==> src/rtl/lkvc_pkg.sv <==
// ----------------------------------------------------------------------------
// lkvc_pkg
// shared types and constants of the lru key-value cache
// ----------------------------------------------------------------------------
`default_nettype none

package lkvc_pkg;

  // port widths fixed by the word format
  localparam int unsigned CMD_W        = 2;
  localparam int unsigned KEY_PORT_W   = 64;
  localparam int unsigned VALUE_PORT_W = 32;
  localparam int unsigned COUNT_PORT_W = 5;
  localparam int unsigned CAP_W        = 5;

  // default geometry
  localparam int unsigned DEPTH_DEF       = 16;
  localparam int unsigned KEY_WIDTH_DEF   = 64;
  localparam int unsigned VALUE_WIDTH_DEF = 32;

  // capacity after reset
  localparam logic [CAP_W-1:0] CAP_RESET = 5'd16;

  // depth of the queue between front and back, a power of two
  localparam int unsigned QUEUE_DEPTH = 2;

  // command codes on the input port
  localparam logic [CMD_W-1:0] CMD_GET   = 2'd0;
  localparam logic [CMD_W-1:0] CMD_PUT   = 2'd1;
  localparam logic [CMD_W-1:0] CMD_CLEAR = 2'd2;
  localparam logic [CMD_W-1:0] CMD_NOP   = 2'd3;

  // classified operation
  typedef enum logic [1:0] {
    OP_GET,
    OP_PUT,
    OP_CLEAR,
    OP_NOP
  } op_e;

  // head of the queue as seen by the back end
  typedef struct packed {
    logic valid;
    op_e  op;
  } req_ctrl_t;

endpackage : lkvc_pkg

`default_nettype wire

==> src/rtl/lkvc_front.sv <==
// ----------------------------------------------------------------------------
// lkvc_front
// accepts input words, decodes the command and buffers them in a short queue
// ----------------------------------------------------------------------------
`default_nettype none

module lkvc_front #(
  parameter int unsigned KEY_WIDTH   = lkvc_pkg::KEY_WIDTH_DEF,
  parameter int unsigned VALUE_WIDTH = lkvc_pkg::VALUE_WIDTH_DEF
) (
  input  wire logic                              clk_i,
  input  wire logic                              rst_ni,
  input  wire logic                              in_valid_i,
  output      logic                              in_stall_o,
  input  wire logic [lkvc_pkg::CMD_W-1:0]        cmd_i,
  input  wire logic [lkvc_pkg::KEY_PORT_W-1:0]   key_i,
  input  wire logic [lkvc_pkg::VALUE_PORT_W-1:0] write_value_i,
  output      lkvc_pkg::req_ctrl_t               req_o,
  output      logic [KEY_WIDTH-1:0]              req_key_o,
  output      logic [VALUE_WIDTH-1:0]            req_value_o,
  input  wire logic                              pop_i
);
  import lkvc_pkg::*;

  localparam int unsigned PTR_W = (QUEUE_DEPTH > 1) ? $clog2(QUEUE_DEPTH) : 1;
  localparam int unsigned CNT_W = $clog2(QUEUE_DEPTH + 1);

  op_e                    op_q  [QUEUE_DEPTH];
  logic [KEY_WIDTH-1:0]   key_q [QUEUE_DEPTH];
  logic [VALUE_WIDTH-1:0] val_q [QUEUE_DEPTH];
  logic [PTR_W-1:0]       wr_ptr_q, rd_ptr_q;
  logic [CNT_W-1:0]       cnt_q;
  op_e                    op_dec;
  logic                   push, pop;

  // command decode
  always_comb begin
    unique case (cmd_i)
      CMD_GET:   op_dec = OP_GET;
      CMD_PUT:   op_dec = OP_PUT;
      CMD_CLEAR: op_dec = OP_CLEAR;
      CMD_NOP:   op_dec = OP_NOP;
      default:   op_dec = OP_NOP;
    endcase
  end

  assign in_stall_o = (cnt_q == CNT_W'(QUEUE_DEPTH));
  assign push       = in_valid_i && !in_stall_o;
  assign pop        = pop_i && (cnt_q != '0);

  always_ff @(posedge clk_i) begin
    if (push) begin
      op_q[wr_ptr_q]  <= op_dec;
      key_q[wr_ptr_q] <= KEY_WIDTH'(key_i);
      val_q[wr_ptr_q] <= VALUE_WIDTH'(write_value_i);
    end
  end

  always_ff @(posedge clk_i or negedge rst_ni) begin
    if (!rst_ni) begin
      wr_ptr_q <= '0;
      rd_ptr_q <= '0;
      cnt_q    <= '0;
    end else begin
      if (push) wr_ptr_q <= wr_ptr_q + PTR_W'(1);
      if (pop)  rd_ptr_q <= rd_ptr_q + PTR_W'(1);
      if (push && !pop)      cnt_q <= cnt_q + CNT_W'(1);
      else if (pop && !push) cnt_q <= cnt_q - CNT_W'(1);
    end
  end

  assign req_o.valid = (cnt_q != '0);
  assign req_o.op    = op_q[rd_ptr_q];
  assign req_key_o   = key_q[rd_ptr_q];
  assign req_value_o = val_q[rd_ptr_q];

endmodule : lkvc_front

`default_nettype wire

==> src/rtl/lkvc_back.sv <==
// ----------------------------------------------------------------------------
// lkvc_back
// tag match, recency ranks, value memory and result register
// ----------------------------------------------------------------------------
`default_nettype none

module lkvc_back #(
  parameter int unsigned DEPTH       = lkvc_pkg::DEPTH_DEF,
  parameter int unsigned KEY_WIDTH   = lkvc_pkg::KEY_WIDTH_DEF,
  parameter int unsigned VALUE_WIDTH = lkvc_pkg::VALUE_WIDTH_DEF
) (
  input  wire logic                              clk_i,
  input  wire logic                              rst_ni,
  input  wire lkvc_pkg::req_ctrl_t               req_i,
  input  wire logic [KEY_WIDTH-1:0]              req_key_i,
  input  wire logic [VALUE_WIDTH-1:0]            req_value_i,
  output      logic                              pop_o,
  input  wire logic [lkvc_pkg::CAP_W-1:0]        capacity_i,
  output      logic                              out_valid_o,
  input  wire logic                              out_stall_i,
  output      logic                              hit_o,
  output      logic [lkvc_pkg::VALUE_PORT_W-1:0] read_value_o,
  output      logic [lkvc_pkg::COUNT_PORT_W-1:0] entry_count_o
);
  import lkvc_pkg::*;

  localparam int unsigned IDX_W  = $clog2(DEPTH);
  localparam int unsigned CNT_W  = $clog2(DEPTH + 1);
  localparam int unsigned CCMP_W = (CNT_W > CAP_W) ? CNT_W : CAP_W;
  localparam int unsigned VEXT_W = (VALUE_WIDTH > VALUE_PORT_W) ? VALUE_WIDTH : VALUE_PORT_W;

  typedef enum logic [1:0] {
    S_IDLE,
    S_EXEC,
    S_RESP
  } state_e;

  typedef enum logic [1:0] {
    ACT_NONE,
    ACT_TOUCH,
    ACT_INSERT,
    ACT_CLEAR
  } act_e;

  state_e state_q;

  // cache state
  logic [DEPTH-1:0]       valid_q, valid_d;
  logic [IDX_W-1:0]       rank_q [DEPTH];
  logic [IDX_W-1:0]       rank_d [DEPTH];
  logic [CNT_W-1:0]       occ_q, occ_d;
  logic [KEY_WIDTH-1:0]   key_store [DEPTH];
  logic [VALUE_WIDTH-1:0] value_mem [DEPTH];
  logic [VALUE_WIDTH-1:0] rdata_q;

  // decision registered at lookup
  act_e                   act_q, act_d;
  logic                   hit_q, hit_d;
  logic                   rd_q, rd_d;
  logic                   wr_key_q, wr_key_d;
  logic                   wr_val_q, wr_val_d;
  logic [DEPTH-1:0]       tgt_oh_q, tgt_oh_d;
  logic [IDX_W-1:0]       tgt_idx_q, tgt_idx_d;
  logic [IDX_W-1:0]       tgt_rank_q, tgt_rank_d;
  logic [KEY_WIDTH-1:0]   key_lat_q;
  logic [VALUE_WIDTH-1:0] val_lat_q;

  // result register
  logic                    out_valid_q;
  logic                    hit_out_q;
  logic [VALUE_PORT_W-1:0] read_out_q;
  logic [COUNT_PORT_W-1:0] count_out_q;

  logic [DEPTH-1:0]  match, lru_oh, free_oh;
  logic              any_match, full;
  logic [CCMP_W-1:0] cap_ext, eff_cap;
  logic [VEXT_W-1:0] rdata_ext;
  logic              out_free;

  // parallel tag compare and victim search
  always_comb begin
    for (int i = 0; i < DEPTH; i++) begin
      match[i]  = valid_q[i] && (key_store[i] == req_key_i);
      lru_oh[i] = valid_q[i] && (CNT_W'(rank_q[i]) == occ_q - CNT_W'(1));
    end
  end

  // lowest invalid entry
  assign free_oh   = ~valid_q & (valid_q + DEPTH'(1));
  assign any_match = |match;

  // capacity clamped to 1..DEPTH
  assign cap_ext = CCMP_W'(capacity_i);
  always_comb begin
    if (cap_ext == '0)                     eff_cap = CCMP_W'(1);
    else if (cap_ext > CCMP_W'(DEPTH))     eff_cap = CCMP_W'(DEPTH);
    else                                   eff_cap = cap_ext;
  end
  assign full = (CCMP_W'(occ_q) >= eff_cap);

  // classify the head item against the cache
  always_comb begin
    act_d    = ACT_NONE;
    hit_d    = 1'b0;
    rd_d     = 1'b0;
    wr_key_d = 1'b0;
    wr_val_d = 1'b0;
    tgt_oh_d = '0;
    if (req_i.valid) begin
      unique case (req_i.op)
        OP_GET: begin
          hit_d    = any_match;
          rd_d     = any_match;
          act_d    = any_match ? ACT_TOUCH : ACT_NONE;
          tgt_oh_d = match;
        end
        OP_PUT: begin
          hit_d    = any_match;
          wr_val_d = 1'b1;
          if (any_match) begin
            act_d    = ACT_TOUCH;
            tgt_oh_d = match;
          end else if (full) begin
            act_d    = ACT_TOUCH;
            wr_key_d = 1'b1;
            tgt_oh_d = lru_oh;
          end else begin
            act_d    = ACT_INSERT;
            wr_key_d = 1'b1;
            tgt_oh_d = free_oh;
          end
        end
        OP_CLEAR: act_d = ACT_CLEAR;
        OP_NOP:   act_d = ACT_NONE;
      endcase
    end
  end

  // one-hot to index and rank of the target
  always_comb begin
    tgt_idx_d  = '0;
    tgt_rank_d = '0;
    for (int i = 0; i < DEPTH; i++) begin
      tgt_idx_d  = tgt_idx_d  | (tgt_oh_d[i] ? IDX_W'(i) : '0);
      tgt_rank_d = tgt_rank_d | (tgt_oh_d[i] ? rank_q[i] : '0);
    end
  end

  // recency and occupancy update
  always_comb begin
    valid_d = valid_q;
    occ_d   = occ_q;
    for (int i = 0; i < DEPTH; i++) rank_d[i] = rank_q[i];
    if (state_q == S_EXEC) begin
      unique case (act_q)
        ACT_TOUCH: begin
          for (int i = 0; i < DEPTH; i++) begin
            if (tgt_oh_q[i])
              rank_d[i] = '0;
            else if (valid_q[i] && (rank_q[i] < tgt_rank_q))
              rank_d[i] = rank_q[i] + IDX_W'(1);
          end
        end
        ACT_INSERT: begin
          for (int i = 0; i < DEPTH; i++) begin
            if (tgt_oh_q[i])
              rank_d[i] = '0;
            else if (valid_q[i])
              rank_d[i] = rank_q[i] + IDX_W'(1);
          end
          valid_d = valid_q | tgt_oh_q;
          occ_d   = occ_q + CNT_W'(1);
        end
        ACT_CLEAR: begin
          for (int i = 0; i < DEPTH; i++) rank_d[i] = '0;
          valid_d = '0;
          occ_d   = '0;
        end
        ACT_NONE: ;
      endcase
    end
  end

  always_ff @(posedge clk_i or negedge rst_ni) begin
    if (!rst_ni) begin
      valid_q <= '0;
      occ_q   <= '0;
      for (int i = 0; i < DEPTH; i++) rank_q[i] <= '0;
    end else begin
      valid_q <= valid_d;
      occ_q   <= occ_d;
      for (int i = 0; i < DEPTH; i++) rank_q[i] <= rank_d[i];
    end
  end

  // key store
  always_ff @(posedge clk_i) begin
    if (state_q == S_EXEC && wr_key_q) key_store[tgt_idx_q] <= key_lat_q;
  end

  // value memory, one port, registered read
  always_ff @(posedge clk_i) begin
    if (state_q == S_EXEC) begin
      if (wr_val_q)  value_mem[tgt_idx_q] <= val_lat_q;
      else if (rd_q) rdata_q <= value_mem[tgt_idx_q];
    end
  end

  assign rdata_ext = VEXT_W'(rdata_q);
  assign out_free  = !out_valid_q || !out_stall_i;
  assign pop_o     = (state_q == S_IDLE) && req_i.valid;

  // sequencer and result register
  always_ff @(posedge clk_i or negedge rst_ni) begin
    if (!rst_ni) begin
      state_q     <= S_IDLE;
      act_q       <= ACT_NONE;
      hit_q       <= 1'b0;
      rd_q        <= 1'b0;
      wr_key_q    <= 1'b0;
      wr_val_q    <= 1'b0;
      tgt_oh_q    <= '0;
      tgt_idx_q   <= '0;
      tgt_rank_q  <= '0;
      key_lat_q   <= '0;
      val_lat_q   <= '0;
      out_valid_q <= 1'b0;
      hit_out_q   <= 1'b0;
      read_out_q  <= '0;
      count_out_q <= '0;
    end else begin
      if (state_q == S_RESP && out_free) out_valid_q <= 1'b1;
      else if (out_valid_q && !out_stall_i) out_valid_q <= 1'b0;
      unique case (state_q)
        S_IDLE: begin
          if (req_i.valid) begin
            act_q      <= act_d;
            hit_q      <= hit_d;
            rd_q       <= rd_d;
            wr_key_q   <= wr_key_d;
            wr_val_q   <= wr_val_d;
            tgt_oh_q   <= tgt_oh_d;
            tgt_idx_q  <= tgt_idx_d;
            tgt_rank_q <= tgt_rank_d;
            key_lat_q  <= req_key_i;
            val_lat_q  <= req_value_i;
            state_q    <= S_EXEC;
          end
        end
        S_EXEC: state_q <= S_RESP;
        S_RESP: begin
          if (out_free) begin
            hit_out_q   <= hit_q;
            read_out_q  <= rd_q ? rdata_ext[VALUE_PORT_W-1:0] : '0;
            count_out_q <= COUNT_PORT_W'(occ_q);
            state_q     <= S_IDLE;
          end
        end
        default: state_q <= S_IDLE;
      endcase
    end
  end

  assign out_valid_o   = out_valid_q;
  assign hit_o         = hit_out_q;
  assign read_value_o  = read_out_q;
  assign entry_count_o = count_out_q;

  // occupancy tracks the valid bits
  a_occ_count: assert property (@(posedge clk_i) disable iff (!rst_ni)
    $countones(valid_q) == int'(occ_q))
    else $error("occupancy out of step with valid bits");

  // a touch or insert names exactly one entry
  a_tgt_onehot: assert property (@(posedge clk_i) disable iff (!rst_ni)
    (state_q == S_EXEC && (act_q == ACT_TOUCH || act_q == ACT_INSERT)) |-> $onehot(tgt_oh_q))
    else $error("update target not one-hot");

  // insert only into a free entry
  a_insert_free: assert property (@(posedge clk_i) disable iff (!rst_ni)
    (state_q == S_EXEC && act_q == ACT_INSERT) |-> ((tgt_oh_q & valid_q) == '0))
    else $error("insert over a valid entry");

  // after a clear the reported count is zero
  a_clear_empty: assert property (@(posedge clk_i) disable iff (!rst_ni)
    (state_q == S_RESP && act_q == ACT_CLEAR) |-> (occ_q == '0))
    else $error("clear left entries behind");

endmodule : lkvc_back

`default_nettype wire

==> src/rtl/lru_key_value_cache_unit.sv <==
// ----------------------------------------------------------------------------
// lru_key_value_cache_unit
// fully associative key-value cache with least-recently-used replacement
// ----------------------------------------------------------------------------
//
//   channel  dir  handshake                word contents
//   -------  ---  -----------------------  ---------------------------------
//   cfg      in   cfg_we_i                 cfg_wdata_i (capacity)
//   in       in   in_valid_i / in_stall_o  cmd_i, key_i, write_value_i
//   out      out  out_valid_o / out_stall_i  hit_o, read_value_o, entry_count_o
//
// - each word passes the back end in order through lookup, update and respond,
//   set by the single-port value memory and the rank update after lookup
// - a two-word queue lets the front keep accepting while the back end works
// - the result register frees the back end as soon as the previous result is taken
// - reset empties the cache and sets capacity to sixteen, no clearing pass
// - a stalled result holds, and the back end waits in its respond step
//
`default_nettype none

module lru_key_value_cache_unit #(
  parameter int unsigned DEPTH       = lkvc_pkg::DEPTH_DEF,
  parameter int unsigned KEY_WIDTH   = lkvc_pkg::KEY_WIDTH_DEF,
  parameter int unsigned VALUE_WIDTH = lkvc_pkg::VALUE_WIDTH_DEF
) (
  input  wire logic                              clk_i,
  input  wire logic                              rst_ni,
  // capacity register
  input  wire logic                              cfg_we_i,
  input  wire logic [lkvc_pkg::CAP_W-1:0]        cfg_wdata_i,
  // request channel
  input  wire logic                              in_valid_i,
  output      logic                              in_stall_o,
  input  wire logic [lkvc_pkg::CMD_W-1:0]        cmd_i,
  input  wire logic [lkvc_pkg::KEY_PORT_W-1:0]   key_i,
  input  wire logic [lkvc_pkg::VALUE_PORT_W-1:0] write_value_i,
  // result channel
  output      logic                              out_valid_o,
  input  wire logic                              out_stall_i,
  output      logic                              hit_o,
  output      logic [lkvc_pkg::VALUE_PORT_W-1:0] read_value_o,
  output      logic [lkvc_pkg::COUNT_PORT_W-1:0] entry_count_o
);
  import lkvc_pkg::*;

  // capacity, to be changed by the user only while the cache is idle and empty; the block does not enforce it
  logic [CAP_W-1:0] capacity_q;

  // head of the queue towards the back end
  req_ctrl_t              req;
  logic [KEY_WIDTH-1:0]   req_key;
  logic [VALUE_WIDTH-1:0] req_value;
  logic                   pop;

  always_ff @(posedge clk_i or negedge rst_ni) begin
    if (!rst_ni) begin
      capacity_q <= CAP_RESET;
    end else if (cfg_we_i) begin
      capacity_q <= cfg_wdata_i;
    end
  end

  // front: decode the command, trim key and value, queue the word
  lkvc_front #(
    .KEY_WIDTH   (KEY_WIDTH),
    .VALUE_WIDTH (VALUE_WIDTH)
  ) u_front (
    .clk_i         (clk_i),
    .rst_ni        (rst_ni),
    .in_valid_i    (in_valid_i),
    .in_stall_o    (in_stall_o),
    .cmd_i         (cmd_i),
    .key_i         (key_i),
    .write_value_i (write_value_i),
    .req_o         (req),
    .req_key_o     (req_key),
    .req_value_o   (req_value),
    .pop_i         (pop)
  );

  // back: tag match, lru bookkeeping, value memory, result register
  lkvc_back #(
    .DEPTH       (DEPTH),
    .KEY_WIDTH   (KEY_WIDTH),
    .VALUE_WIDTH (VALUE_WIDTH)
  ) u_back (
    .clk_i         (clk_i),
    .rst_ni        (rst_ni),
    .req_i         (req),
    .req_key_i     (req_key),
    .req_value_i   (req_value),
    .pop_o         (pop),
    .capacity_i    (capacity_q),
    .out_valid_o   (out_valid_o),
    .out_stall_i   (out_stall_i),
    .hit_o         (hit_o),
    .read_value_o  (read_value_o),
    .entry_count_o (entry_count_o)
  );

endmodule : lru_key_value_cache_unit

`default_nettype wire

==> config.mk <==
export PLATFORM = sky130hd
export DESIGN_NAME = lru_key_value_cache_unit
export DESIGN_NICKNAME = d
export VERILOG_FILES = /design/src/rtl/lkvc_pkg.sv /design/src/rtl/lkvc_front.sv /design/src/rtl/lkvc_back.sv /design/src/rtl/lru_key_value_cache_unit.sv
export SDC_FILE = /design/constraint.sdc
export NUM_CORES = 2
export LEC_CHECK = 0
export BUFFER_PORTS_ARGS = -buffer_cell sky130_fd_sc_hd__clkbuf_2
export CORE_UTILIZATION = 41
export CTS_CLUSTER_DIAMETER = 60
export CTS_CLUSTER_SIZE = 10
export DETAILED_ROUTE_END_ITERATION = 6
export GPL_ROUTABILITY_DRIVEN = 1
export PLACE_DENSITY_LB_ADDON = 0.08
export SYNTH_ARGS = -nofsm -noshare
export SYNTH_HDL_FRONTEND = slang
export SYNTH_SLANG_ARGS = --single-unit
==> constraint.sdc <==
create_clock -name clk_i -period 10.7 [get_ports clk_i]
set_input_delay 1.605 -clock clk_i [delete_from_list [all_inputs] [get_ports clk_i]]
set_output_delay 1.605 -clock clk_i [all_outputs]
set_load 0.005 [all_outputs]
==> impl_results.md <==
- TritonCTS Buffers: 226
- Slew @ Worst Pin: 1464 ps
- Leak: 0.03088 uW
- Synth Warn #: 0
- Worst Hold Class: reg2reg
- Final GP Congestion: 0.9220
- Root buf cell: clkbuf_16
- Synthesized area: 83890 um2
- Prevailing post-synth register cell: edfxtp_1
- Final setup vio count: 0
- DRC errors left: 0
- Peak VDD IR: 0.2294 mV
- Relative slew slack: 1.531%
- Max-cap violations: 1
- Worst-path clk slew: 60 ps
- Clock Path Buffers: 3
- DRT Wirelength: 295.9 mm
- Final setup margin: 3334 ps
- Final Hold Violating Endpoints: 0
- Area contributors post-synth: edfxtp_1 (63%), xnor2_1 (8.3%), dfrtp_1 (7.8%)
- Period utilization: 68.84%
- Via count: 49662
- Post-CTS Setup Inserts: 0
- Share of layout cells above drive strength 1: 16.03%
- Clock insertion delay at the later pin of the skew report: 860 ps
- Peak per-stage delay on the critical path: 950 ps
- Synth area leader: edfxtp_1
- Max Freq: 135.8 MHz
- Status: finished with violations
- Crit path max-delay cell type: nor3_1
- Setup TNS: 0 ps
- #FFs+latches synth: 2025
- Post-synth ARST share: 12.89%
- I/O Pins: 148
- Antenna-violating nets left: 0
- Top cells by count, synth: edfxtp_1 (1764), xnor2_1 (795), nand2_1 (324)
- Largest net degree at the start of global routing: 97
- CTS tree: built
- Core area: 202700 um2
- CTS sink cnt: 2025
- Total chip power: 27420 uW
- Crit start category: flip-flop
- Die ar.: 206400 um2
- WS Path Type: reg2reg
- Top cell by count, worst path: buf_4
- Post-synth EDFFs: 1764
- # rows: 165
- Iter 0 DRT Violations: 6241
- Initial DRT Pass Iterations: 6
- Layout Utilization: 47.34%
- CP arrival: 8090 ps
- Final HPWL DP: 173.7 mm
- Grt ovf: 0
- Synth top area share: 63.14%
- Min cycle time layout: 7366 ps
- Chip Height: 454.3 um
- WL/cell: 35.19 um
- H-tree depth: 4
- Post-CTS sizing: 0
- Crit-path max FO: 28
- Vias in the first global route: 48084
- First-pass GRT wire length: 404.8 mm
- Clock skew: 36.29 ps
- Hold_buf cts: 0
- Distinct cells, synth: 73
- Initial Utilization: 41.38%
- Most frequent cell after synthesis: edfxtp_1
- Max-slew violations: 0
- Input/output buffers: 147
- GRT Overall Usage: 28.69%
- Die span in x: 454.3 um
- Syn Nets: 5397
- Sequential area share after synthesis: 70.93%
- Nets: 5722
- CP required: 11420 ps
- Synth Area per Inst: 16.08 um2
- RSZ-0062 raised after global routing: false
- Critical-path cell list: buf_4, buf_4, mux2i_4, buf_4, xnor2_1, nor4_1, nand4_1, nor3_1, o2111ai_1, nand4_2, nor3_4, mux2i_4, a32oi_1, a41oi_1
- Initial antenna violation count: 22
- Pwr dens: 285.7 nW/um2
- Place WS: 3409 ps
- Failing checks: capacitance limit
- Routed vias/inst: 5.906
- Crit end category: flip-flop
- Area growth from synthesis to final layout: 14.40%
- Instance count of the mapped netlist: 5217
## layer usage
| metal | routed length [um] | vias up | GRT usage, % |
|---|---|---|---|
| li1 | - | 20708 | - |
| met1 | 121800 | 26167 | 39.31 |
| met4 | 10270 | 0 | 9.386 |
| met2 | 141700 | 2373 | 47.12 |
| met3 | 22140 | 414 | 3.967 |
| met5 | 0 | - | 0 |
## cells by family after synthesis
group	count (synthesis)	share of synthesized area, %
DFF	2025	70.93
and+or+nand+nor	1050	6.324
xor gates and xnor gates	913	9.532
AOI/OAI and AO/OA	637	4.883
muxes	277	5.993
buffers and inverters	243	1.268
adders and majority gates	72	1.074
## final timing paths
check                      cells after the start  slack, ps                        to            startpoint
min in group asynchronous                      1        750      u_back.val_lat_q[17]                rst_ni
max reg2reg                                   14       3330      u_back.tgt_rank_q[2]      u_front.rd_ptr_q
max                                           14       3330      u_back.tgt_rank_q[2]      u_front.rd_ptr_q
min                                            0        470  u_back.key_store[13][12]  u_back.key_lat_q[12]
min reg2reg                                    0        470  u_back.key_store[13][12]  u_back.key_lat_q[12]
max in group asynchronous                      3       7910       u_back.key_lat_q[2]                rst_ni
## sequential cells by signal (all words and copies together) (netlist names), 4 cells and up
| register | cells |
|---|---|
| u_back.tgt_oh_q | 16 |
| u_back.valid_q | 16 |
| u_back.rdata_ext | 32 |
| u_back.val_lat_q | 32 |
| u_front.val_q | 64 |
| u_front.key_q | 128 |
| u_back.value_mem | 512 |
| u_front.op_q | 4 |
| u_back.key_lat_q | 64 |
| u_back.rank_q | 64 |
| u_back.tgt_idx_q | 4 |
| u_back.occ_q | 5 |
| u_back.tgt_rank_q | 4 |
| u_back.read_value_o | 32 |
| u_back.entry_count_o | 5 |
| capacity_q | 5 |
| u_back.key_store | 1024 |
## cell type report
class	instances	area [um2]
antenna	17	42.54
inverter	16	67.56
fill	17545	106800
tap	2672	3343
clock buffer	384	6354
clock inverter	22	289.0
multi-input combinational	2949	24240
sequential	2025	59550
timing repair buffer	324	2085
## power by group
part / switching, uW / total [uW] / internal, uW
combinational: 5340 / 8180 / 2830
clock: 3140 / 7210 / 4070
sequential: 1890 / 12000 / 10100
total: 10400 / 27400 / 17000
## metrics by stage
step | instances | cell area (um2) | hold slack (ps)
floorplan | 5217 | 83890 | 446.0
global placement | 7985 | 89290 | 430.2
detailed placement | 7985 | 89290 | 441.6
CTS | 8391 | 95930 | 455.1
global route | 8398 | 95950 | 476.2
finish | 8409 | 95980 | 465.7
## critical path: cells and delay by family (launching register included)
family                    cells  cell delay, ps
buffers and inverters         3            1860
AOI/OAI and AO/OA             3            1290
and+or+nand+nor               5            2490
xor gates and xnor gates      1             120
DFF                           1             690
muxes                         2             610
## cell usage in the layout, fill, tap and decap left out, drive strengths merged, types with 13 or more instances in the layout
master	n
o21a	14
mux4	160
mux2	19
edfxtp	1764
mux2i	98
nor4	205
nor3	62
nand3b	14
a22o	13
nand4	97
a211oi	25
nor2	156
o22ai	46
a221oi	29
buf	177
ha	72
nand2b	50
nand3	67
dfrtp	260
nand2	324
o2bb2ai	35
o21ai	253
clkbuf	531
and2	17
xor2	118
o31ai	44
a21oi	70
a22oi	37
diode	17
inv	24
xnor2	795
nor2b	17
No activity file was read; power rests on OpenSTA's default activity.
